$ cat config.mk
export PLATFORM = sky130hd
export DESIGN_NAME = utf8_validating_decoder_top_flat
export DESIGN_NICKNAME = d
export VERILOG_FILES = /design/src/u8vd_pkg.sv /design/src/u8vd_ifs.sv /design/src/utf8_validating_decoder_top.sv /design/src/u8vd_front.sv /design/src/u8vd_queue.sv /design/src/u8vd_back.sv /design/src/flat_wrapper.sv
export VERILOG_INCLUDE_DIRS = /design/src /design/src/src
export SDC_FILE = /design/constraint.sdc
export NUM_CORES = 1
export LEC_CHECK = 0
export BUFFER_PORTS_ARGS = -buffer_cell sky130_fd_sc_hd__buf_2
export CORE_MARGIN = 8
export CORE_UTILIZATION = 30
export DETAILED_ROUTE_END_ITERATION = 8
export PLACE_DENSITY = 0.49
export SYNTH_ARGS = -nofsm -noshare
export SYNTH_HDL_FRONTEND = slang
export SYNTH_HIERARCHICAL = 1
export SYNTH_SLANG_ARGS = --single-unit
$ cat constraint.sdc
create_clock -name clk -period 3.8 [get_ports clk]
set_input_delay 0.76 -clock clk [delete_from_list [all_inputs] [get_ports clk]]
set_output_delay 0.76 -clock clk [all_outputs]
set_load 0.01 [all_outputs]
$ cat src/utf8_validating_decoder_top_assert.svh
// Assertion helpers for the UTF-8 decoder. Both expect clk and rst in scope.
`ifndef UTF8_VALIDATING_DECODER_TOP_ASSERT_SVH
`define UTF8_VALIDATING_DECODER_TOP_ASSERT_SVH

`ifndef SYNTHESIS
`define U8VD_ASSERT_IMP(name, ante, cons) \
  name: assert property (@(posedge clk) disable iff (rst) (ante) |-> (cons)) \
    else $error("u8vd: same-cycle check failed");
`define U8VD_ASSERT_NEXT(name, ante, cons) \
  name: assert property (@(posedge clk) disable iff (rst) (ante) |=> (cons)) \
    else $error("u8vd: next-cycle check failed");
`else
`define U8VD_ASSERT_IMP(name, ante, cons)
`define U8VD_ASSERT_NEXT(name, ante, cons)
`endif

`endif

$ cat src/u8vd_pkg.sv
package u8vd_pkg;

  localparam int unsigned U8VD_CP_W       = 21;
  localparam int unsigned U8VD_QUEUE_DEPTH = 4;

  typedef logic [U8VD_CP_W-1:0] cp_t;
  typedef logic [7:0]           byte_t;
  typedef logic [2:0]           len_t;

  localparam cp_t  REPLACEMENT_RESET = 21'h00FFFD;
  localparam cp_t  CP_MAX            = 21'h10FFFF;
  localparam cp_t  SURROGATE_LO      = 21'h00D800;
  localparam cp_t  SURROGATE_HI      = 21'h00DFFF;
  localparam cp_t  MIN_LEN3          = 21'h000800;
  localparam cp_t  MIN_LEN4          = 21'h010000;
  localparam cp_t  MIN_LEN2          = 21'h000080;
  localparam len_t LEN_NONE          = 3'd0;
  localparam len_t LEN_2             = 3'd2;
  localparam len_t LEN_3             = 3'd3;
  localparam len_t LEN_4             = 3'd4;

  // One queued job: a run of replacements, optionally followed by one
  // plain result (a decoded scalar or the end-of-text marker).
  typedef struct packed {
    len_t reps;
    logic tail;
    logic tail_eot;
    cp_t  tail_cp;
  } job_t;

endpackage

$ cat src/u8vd_ifs.sv
interface u8vd_byte_if;
  import u8vd_pkg::*;
  logic  valid;
  logic  ready;
  byte_t byte_in;
  modport source (output valid, output byte_in, input ready);
  modport sink (input valid, input byte_in, output ready);
endinterface

interface u8vd_cp_if;
  import u8vd_pkg::*;
  logic valid;
  logic ready;
  cp_t  code_point;
  logic is_replacement;
  logic end_of_text;
  logic last_of_run;
  modport source (output valid, output code_point, output is_replacement,
                  output end_of_text, output last_of_run, input ready);
  modport sink (input valid, input code_point, input is_replacement,
                input end_of_text, input last_of_run, output ready);
endinterface

$ cat src/utf8_validating_decoder_top.sv
// Streaming UTF-8 decoder with validation. One byte enters per item on
// byte_chan; each byte gives zero to four code-point items on code_chan,
// the final one of a byte marked by last_of_run. Invalid or cut-short input
// yields replacement_code (reset 0xFFFD, written through cfg_we/cfg_wdata
// while idle, a rule for the user that the block does not enforce),
// flagged by is_replacement; a zero byte flushes any pending sequence and
// ends with an end_of_text item of code point zero. Rate: one byte per
// cycle while the job queue (QueueDepth entries) has room, and one result
// item per cycle on the output while code_chan.ready is high, so bytes
// that give several items let the output port set the sustained rate.
`include "utf8_validating_decoder_top_assert.svh"

module utf8_validating_decoder_top #(
  parameter int unsigned QueueDepth = u8vd_pkg::U8VD_QUEUE_DEPTH
) (
  input  logic          clk,
  input  logic          rst,
  input  logic          cfg_we,
  input  u8vd_pkg::cp_t cfg_wdata,
  u8vd_byte_if.sink     byte_chan,
  u8vd_cp_if.source     code_chan
);
  import u8vd_pkg::*;

  cp_t  replacement_code;
  logic q_push;
  logic q_pop;
  logic q_full;
  logic q_empty;
  job_t q_job;
  job_t q_head;

  // Hold the replacement code; the user must write it only while the block is idle (not enforced here).
  always_ff @(posedge clk) begin
    if (rst) begin
      replacement_code <= REPLACEMENT_RESET;
    end else if (cfg_we) begin
      replacement_code <= cfg_wdata;
    end
  end

  // Front: track the partial sequence and turn each byte that yields results into a job.
  u8vd_front u_front (
    .clk       (clk),
    .rst       (rst),
    .byte_chan (byte_chan),
    .q_full    (q_full),
    .q_push    (q_push),
    .q_job     (q_job)
  );

  // Queue: decouple byte intake from result expansion.
  u8vd_queue #(
    .Depth (QueueDepth)
  ) u_queue (
    .clk    (clk),
    .rst    (rst),
    .push   (q_push),
    .wr_job (q_job),
    .full   (q_full),
    .pop    (q_pop),
    .head   (q_head),
    .empty  (q_empty)
  );

  // Back: expand each job into result items through the output register.
  u8vd_back u_back (
    .clk              (clk),
    .rst              (rst),
    .q_head           (q_head),
    .q_empty          (q_empty),
    .q_pop            (q_pop),
    .replacement_code (replacement_code),
    .code_chan        (code_chan)
  );

  // Never write a job into a full queue.
  `U8VD_ASSERT_IMP(a_no_push_full, q_push, !q_full)
  // A job pushed into an empty queue is visible next cycle.
  `U8VD_ASSERT_NEXT(a_push_fills, q_push && q_empty, !q_empty)
  // End-of-text items carry code point zero and close the byte's run.
  `U8VD_ASSERT_IMP(a_eot_shape, code_chan.valid && code_chan.end_of_text, code_chan.code_point == '0 && !code_chan.is_replacement && code_chan.last_of_run)
  // Replacement items carry the configured code.
  `U8VD_ASSERT_IMP(a_rep_value, code_chan.valid && code_chan.is_replacement, code_chan.code_point == replacement_code)

endmodule

$ cat src/u8vd_front.sv
module u8vd_front (
  input  logic            clk,
  input  logic            rst,
  u8vd_byte_if.sink       byte_chan,
  input  logic            q_full,
  output logic            q_push,
  output u8vd_pkg::job_t  q_job
);
  import u8vd_pkg::*;

  len_t  exp_len;
  len_t  rcv_cnt;
  cp_t   partial;
  len_t  exp_len_next;
  len_t  rcv_cnt_next;
  cp_t   partial_next;

  byte_t b;
  logic  accept;
  logic  is_cont;
  logic  lead_zero;
  logic  lead_ascii;
  logic  lead_bad;
  len_t  lead_len;
  cp_t   lead_pv;
  len_t  cnt_inc;
  cp_t   pv_shift;
  logic  overlong;
  logic  surrogate;
  logic  too_big;
  job_t  job;
  logic  has_job;

  assign b               = byte_chan.byte_in;
  assign byte_chan.ready = !q_full;
  assign accept          = byte_chan.valid && !q_full;
  assign is_cont         = (b[7:6] == 2'b10);

  // Classify the byte as if it opened a new sequence.
  always_comb begin
    lead_zero  = (b == 8'h00);
    lead_ascii = !b[7] && !lead_zero;
    lead_bad   = 1'b0;
    lead_len   = LEN_NONE;
    lead_pv    = '0;
    priority if (!b[7]) begin
      lead_len = LEN_NONE;
    end else if (b[7:5] == 3'b110) begin
      lead_len = LEN_2;
      lead_pv  = cp_t'(b[4:0]);
    end else if (b[7:4] == 4'b1110) begin
      lead_len = LEN_3;
      lead_pv  = cp_t'(b[3:0]);
    end else if (b[7:3] == 5'b11110) begin
      lead_len = LEN_4;
      lead_pv  = cp_t'(b[2:0]);
    end else begin
      lead_bad = 1'b1;
    end
  end

  assign cnt_inc   = rcv_cnt + 3'd1;
  assign pv_shift  = {partial[U8VD_CP_W-7:0], b[5:0]};
  assign overlong  = ((exp_len == LEN_2) && (pv_shift < MIN_LEN2)) ||
                     ((exp_len == LEN_3) && (pv_shift < MIN_LEN3)) ||
                     ((exp_len == LEN_4) && (pv_shift < MIN_LEN4));
  assign surrogate = (pv_shift >= SURROGATE_LO) && (pv_shift <= SURROGATE_HI);
  assign too_big   = (pv_shift > CP_MAX);

  always_comb begin
    job.reps     = lead_bad ? 3'd1 : 3'd0;
    job.tail     = lead_zero || lead_ascii;
    job.tail_eot = lead_zero;
    job.tail_cp  = cp_t'(b);
    exp_len_next = lead_len;
    rcv_cnt_next = (lead_len != LEN_NONE) ? 3'd1 : 3'd0;
    partial_next = lead_pv;
    if (exp_len != LEN_NONE) begin
      if (!is_cont) begin
        // Sequence cut short: flag it, then restart on this byte.
        job.reps = job.reps + 3'd1;
      end else if (cnt_inc >= exp_len) begin
        exp_len_next = LEN_NONE;
        rcv_cnt_next = '0;
        partial_next = '0;
        job.tail_eot = 1'b0;
        job.tail_cp  = pv_shift;
        if (overlong || surrogate || too_big) begin
          job.reps = exp_len;
          job.tail = 1'b0;
        end else begin
          job.reps = '0;
          job.tail = 1'b1;
        end
      end else begin
        exp_len_next = exp_len;
        rcv_cnt_next = cnt_inc;
        partial_next = pv_shift;
        job.reps     = '0;
        job.tail     = 1'b0;
      end
    end
  end

  assign has_job = (job.reps != 3'd0) || job.tail;
  assign q_push  = accept && has_job;
  assign q_job   = job;

  always_ff @(posedge clk) begin
    if (rst) begin
      exp_len <= LEN_NONE;
      rcv_cnt <= '0;
      partial <= '0;
    end else if (accept) begin
      exp_len <= exp_len_next;
      rcv_cnt <= rcv_cnt_next;
      partial <= partial_next;
    end
  end

endmodule

$ cat src/u8vd_queue.sv
module u8vd_queue #(
  parameter int unsigned Depth = u8vd_pkg::U8VD_QUEUE_DEPTH
) (
  input  logic            clk,
  input  logic            rst,
  input  logic            push,
  input  u8vd_pkg::job_t  wr_job,
  output logic            full,
  input  logic            pop,
  output u8vd_pkg::job_t  head,
  output logic            empty
);
  import u8vd_pkg::*;

  localparam int unsigned AW = (Depth > 1) ? $clog2(Depth) : 1;
  localparam int unsigned CW = $clog2(Depth + 1);

  job_t          mem [Depth];
  logic [AW-1:0] wr_ptr;
  logic [AW-1:0] rd_ptr;
  logic [CW-1:0] count;

  assign full  = (count == CW'(Depth));
  assign empty = (count == '0);
  assign head  = mem[rd_ptr];

  always_ff @(posedge clk) begin
    if (push) begin
      mem[wr_ptr] <= wr_job;
    end
  end

  always_ff @(posedge clk) begin
    if (rst) begin
      wr_ptr <= '0;
      rd_ptr <= '0;
      count  <= '0;
    end else begin
      if (push) begin
        wr_ptr <= (wr_ptr == AW'(Depth - 1)) ? '0 : wr_ptr + AW'(1);
      end
      if (pop) begin
        rd_ptr <= (rd_ptr == AW'(Depth - 1)) ? '0 : rd_ptr + AW'(1);
      end
      if (push && !pop) begin
        count <= count + CW'(1);
      end else if (pop && !push) begin
        count <= count - CW'(1);
      end
    end
  end

endmodule

$ cat src/u8vd_back.sv
module u8vd_back (
  input  logic            clk,
  input  logic            rst,
  input  u8vd_pkg::job_t  q_head,
  input  logic            q_empty,
  output logic            q_pop,
  input  u8vd_pkg::cp_t   replacement_code,
  u8vd_cp_if.source       code_chan
);
  import u8vd_pkg::*;

  len_t sent;
  logic out_valid;
  cp_t  out_cp;
  logic out_rep;
  logic out_eot;
  logic out_last;

  logic load;
  logic emit;
  logic rep_phase;
  logic item_last;

  assign load      = !out_valid || code_chan.ready;
  assign emit      = load && !q_empty;
  assign rep_phase = (sent < q_head.reps);
  assign item_last = rep_phase ? ((sent + 3'd1 == q_head.reps) && !q_head.tail) : 1'b1;
  assign q_pop     = emit && item_last;

  always_ff @(posedge clk) begin
    if (rst) begin
      out_valid <= 1'b0;
      sent      <= '0;
    end else begin
      if (load) begin
        out_valid <= emit;
      end
      if (emit) begin
        sent <= item_last ? '0 : sent + 3'd1;
      end
    end
  end

  // Payload: no reset needed, qualified by out_valid.
  always_ff @(posedge clk) begin
    if (emit) begin
      out_cp   <= rep_phase ? replacement_code : q_head.tail_cp;
      out_rep  <= rep_phase;
      out_eot  <= !rep_phase && q_head.tail_eot;
      out_last <= item_last;
    end
  end

  assign code_chan.valid          = out_valid;
  assign code_chan.code_point     = out_cp;
  assign code_chan.is_replacement = out_rep;
  assign code_chan.end_of_text    = out_eot;
  assign code_chan.last_of_run    = out_last;

endmodule

$ cat src/flat_wrapper.sv
// flat-port wrapper written by rule: the top's interface ports become plain ports
module utf8_validating_decoder_top_flat import u8vd_pkg::*;
#(
  parameter int unsigned QueueDepth = u8vd_pkg::U8VD_QUEUE_DEPTH
)
  (clk, rst, cfg_we, cfg_wdata, byte_chan_valid, byte_chan_byte_in, byte_chan_ready, code_chan_valid, code_chan_code_point, code_chan_is_replacement, code_chan_end_of_text, code_chan_last_of_run, code_chan_ready);
  u8vd_byte_if byte_chan_i ();
  u8vd_cp_if code_chan_i ();
  input  logic clk;
  input  logic rst;
  input  logic cfg_we;
  input  u8vd_pkg::cp_t cfg_wdata;
  input wire logic [$bits(byte_chan_i.valid)-1:0] byte_chan_valid;
  input wire logic [$bits(byte_chan_i.byte_in)-1:0] byte_chan_byte_in;
  output wire logic [$bits(byte_chan_i.ready)-1:0] byte_chan_ready;
  output wire logic [$bits(code_chan_i.valid)-1:0] code_chan_valid;
  output wire logic [$bits(code_chan_i.code_point)-1:0] code_chan_code_point;
  output wire logic [$bits(code_chan_i.is_replacement)-1:0] code_chan_is_replacement;
  output wire logic [$bits(code_chan_i.end_of_text)-1:0] code_chan_end_of_text;
  output wire logic [$bits(code_chan_i.last_of_run)-1:0] code_chan_last_of_run;
  input wire logic [$bits(code_chan_i.ready)-1:0] code_chan_ready;
  assign byte_chan_i.valid = byte_chan_valid;
  assign byte_chan_i.byte_in = byte_chan_byte_in;
  assign byte_chan_ready = byte_chan_i.ready;
  assign code_chan_valid = code_chan_i.valid;
  assign code_chan_code_point = code_chan_i.code_point;
  assign code_chan_is_replacement = code_chan_i.is_replacement;
  assign code_chan_end_of_text = code_chan_i.end_of_text;
  assign code_chan_last_of_run = code_chan_i.last_of_run;
  assign code_chan_i.ready = code_chan_ready;
  utf8_validating_decoder_top #(.QueueDepth(QueueDepth)) u_core (.clk(clk), .rst(rst), .cfg_we(cfg_we), .cfg_wdata(cfg_wdata), .byte_chan(byte_chan_i), .code_chan(code_chan_i));
endmodule
==> flow_metrics.env <==
export IMPL_outcome="complete, no violations"
export IMPL_h_tree_depth=4
export IMPL_yosys_register_bits=183
export IMPL_yosysTopAreaCell="edfxtp_1"
export IMPL_fin_area_mm2=0.00884
export IMPL_crit_fanout=5
export IMPL_powerDensity_mw_per_mm2=666
export IMPL_worstSkewPairLatency_ps=430
export IMPL_synth_edf_count=128
export IMPL_yosysWarnings=6
export IMPL_fin_crit_sh_pct=87.3
export IMPL_final_setup_tns_ps=0
export IMPL_fmax_mhz=301
export IMPL_dr_pass1_iters=4
export IMPL_syn_avg_cell_area_um2=15.1
export IMPL_dpl_worst_slack_ps=282
export IMPL_dp_hpwl_mm=10.9
export IMPL_cap_violations=0
export IMPL_cts_buffer_depth=2
export IMPL_required_ps=4160
export IMPL_rows=58
export IMPL_synthDistinctLibCells=60
export IMPL_initialDrtViolationCount=219
export IMPL_holdCritStartpoint="u_core/u_front/rcv_cnt[1]"
export IMPL_post_cts_buffers=0
export IMPL_wl_mm=16.6
export IMPL_io_pins=60
export IMPL_cts_buffers=17
export IMPL_hold_path_class="reg2reg"
export IMPL_finalSetupViolCount=0
export IMPL_p_leak_uw=0.00317
export IMPL_crit_arrival_ps=3680
export IMPL_skew_ps=12.4
export IMPL_cts_hold_buf=0
export IMPL_syn_num_nets=557
export IMPL_rsz0062_at_grt="no"
export IMPL_worstMarginPinSlew_ps=1040
export IMPL_port_buffers=59
export IMPL_vias=4383
export IMPL_die_w_um=176
export IMPL_setup_ws_ps=481
export IMPL_drc_errors=0
export IMPL_clkTransAtPathRegs_ps=70
export IMPL_cts_sinks=183
export IMPL_max_slew_margin_rel_pct=30.4
export IMPL_reg2reg_from="u_core/u_front/rcv_cnt[0]"
export IMPL_avgRoutedWirePerCell_um=18.1
export IMPL_finalHoldWorstSlack_ps=476
export IMPL_ys_seq_area_share_pct=64.4
export IMPL_cts_root_buf="clkbuf_16"
export IMPL_synthCells=508
export IMPL_ir_drop_uv=263
export IMPL_synth_most_common_cell="edfxtp_1"
export IMPL_grt_pass1_vias=4522
export IMPL_grt_pass1_wl_mm=25.9
export IMPL_crit_path_start="u_core/u_front/rcv_cnt[0]"
export IMPL_synth_area_top_cells="edfxtp_1 50%, dfxtp_1 14%, mux4_2 5.9%"
export IMPL_crit_type="reg2reg"
export IMPL_grt_max_degree=37
export IMPL_placed_area_mm2=0.00824
export IMPL_cts_tree="built"
export IMPL_area_delta_synth_final_pct=15.2
export IMPL_finalNetCount=621
export IMPL_viasPerCell=4.79
export IMPL_final_hold_viol_count=0
export IMPL_diodes=0
export IMPL_synth_ff_type="edfxtp_1"
export IMPL_layout_drive_gt1_share_pct=25.8
export IMPL_maxSlewViolCount=0
export IMPL_initial_utilization_pct=30.5
export IMPL_synth_common_cells="128 x edfxtp_1, 55 x dfxtp_1, 35 x nand2_1"
export IMPL_async_reset_ff_share_pct=0
export IMPL_cts_resized_gates=0
export IMPL_total_power_uw=5890
export IMPL_place_congestion=0.838
export IMPL_worstSetupEndpointType="register"
export IMPL_dieArea_mm2=0.0310
export IMPL_fp_coreArea_mm2=0.0252
export IMPL_synth_top_area_share_pct=50.1
export IMPL_start_kind="register"
export IMPL_min_period_ps=3320
export IMPL_antenna_found_initial=0
export IMPL_syn_area_mm2=0.00767
export IMPL_ant_nets=0
export IMPL_overflow=0
export IMPL_die_h_um=176
export IMPL_grt_total_usage_pct=10.9
critical path, cell delays in order (launching register included):
cell and delay [ps]:
dfxtp_1 340, ha_1 230, xor2_1 150, ha_1 290, nand2_1 50, o21ai_1 330
nand2_1 130, nor2_1 120, and3_2 200, o41a_1 180, ha_1 190, inv_1 60
fa_1 370, xor2_1 160, or3_1 300, a21oi_1 140
path summary, 6_finish.rpt:
kind,slack (ps),cells past startpoint,end
max reg2reg,480,15,u_core/u_queue/count[2]
max,480,15,u_core/u_queue/count[2]
min reg2reg,480,2,u_core/u_front/rcv_cnt[1]
min,480,2,u_core/u_front/rcv_cnt[1]
placed cells by master, fill, tap and decap left out, types with 11 or more instances in the layout:
cell / instances
a211o_1: 15
a21oi_1: 24
and2_1: 17
buf_2: 59
buf_4: 13
clkbuf_16: 19
dfxtp_1: 55
edfxtp_1: 128
ha_1: 14
inv_1: 13
mux2_2: 20
mux2i_1: 11
mux4_2: 20
nand2_1: 35
nor2_1: 30
nor2b_1: 11
final cells by class:
type / instances / area [um^2]
timing repair buffer: 72 / 393
sequential: 183 / 4940
inverter: 13 / 48.8
tap: 330 / 413
clock buffer: 28 / 539
clock inverter: 4 / 55.1
multi-input combinational: 285 / 2440
fill: 2418 / 16300
registers in the layout, summed over array words and instances, names as in the netlist, named ones only:
| register | count |
|---|---|
| u_core/u_queue/mem | 104 |
| u_core/replacement_code | 21 |
| u_core/u_back/code_chan.code_point | 21 |
| u_core/u_front/partial | 15 |
| u_core/u_back/sent | 3 |
| u_core/u_front/exp_len | 3 |
| u_core/u_front/rcv_cnt | 3 |
| u_core/u_queue/count | 3 |
| u_core/u_queue/rd_ptr | 2 |
| u_core/u_queue/wr_ptr | 2 |
| u_core/u_back/code_chan.end_of_text | 1 |
| u_core/u_back/code_chan.is_replacement | 1 |
| u_core/u_back/code_chan.last_of_run | 1 |
| u_core/u_back/code_chan.valid | 1 |
power by group:
part | switching (uW) | total, uW | internal (uW)
Sequential | 108 | 2620 | 2510
Combinational | 851 | 1520 | 665
Clock | 715 | 1750 | 1040
Total | 1670 | 5890 | 4210
metrics by stage:
stage,cells,util [%]
CTS,915,35.1
global route,915,35.1
detailed placement,883,32.7
global placement,883,32.7
floorplan,508,-
finish,915,35.1
routing by layer:
layer | up-vias | share of wire [%] | GRT usage [%]
li1 | 2039 | - | -
met3 | 14 | 4.5 | 2.76
met1 | 2226 | 48 | 14.6
met4 | 0 | 1.3 | 4.13
met5 | - | 0 | 0
met2 | 104 | 46 | 16.9
kinds of logic (layout without fill, tap and decap cells):
kind of cell / count (synthesis) / after routing / share of synthesized area [%]
AOI/OAI and AO/OA: 60 / 60 / 5.45
xor gates and xnor gates: 10 / 10 / 1.32
adders and majority gates: 15 / 15 / 2.54
buffers and inverters: 40 / 117 / 3.70
DFF: 183 / 183 / 64.4
muxes: 58 / 58 / 12.4
and+or+nand+nor: 142 / 142 / 10.1
Note: power is estimated with default switching activity, not from simulation.
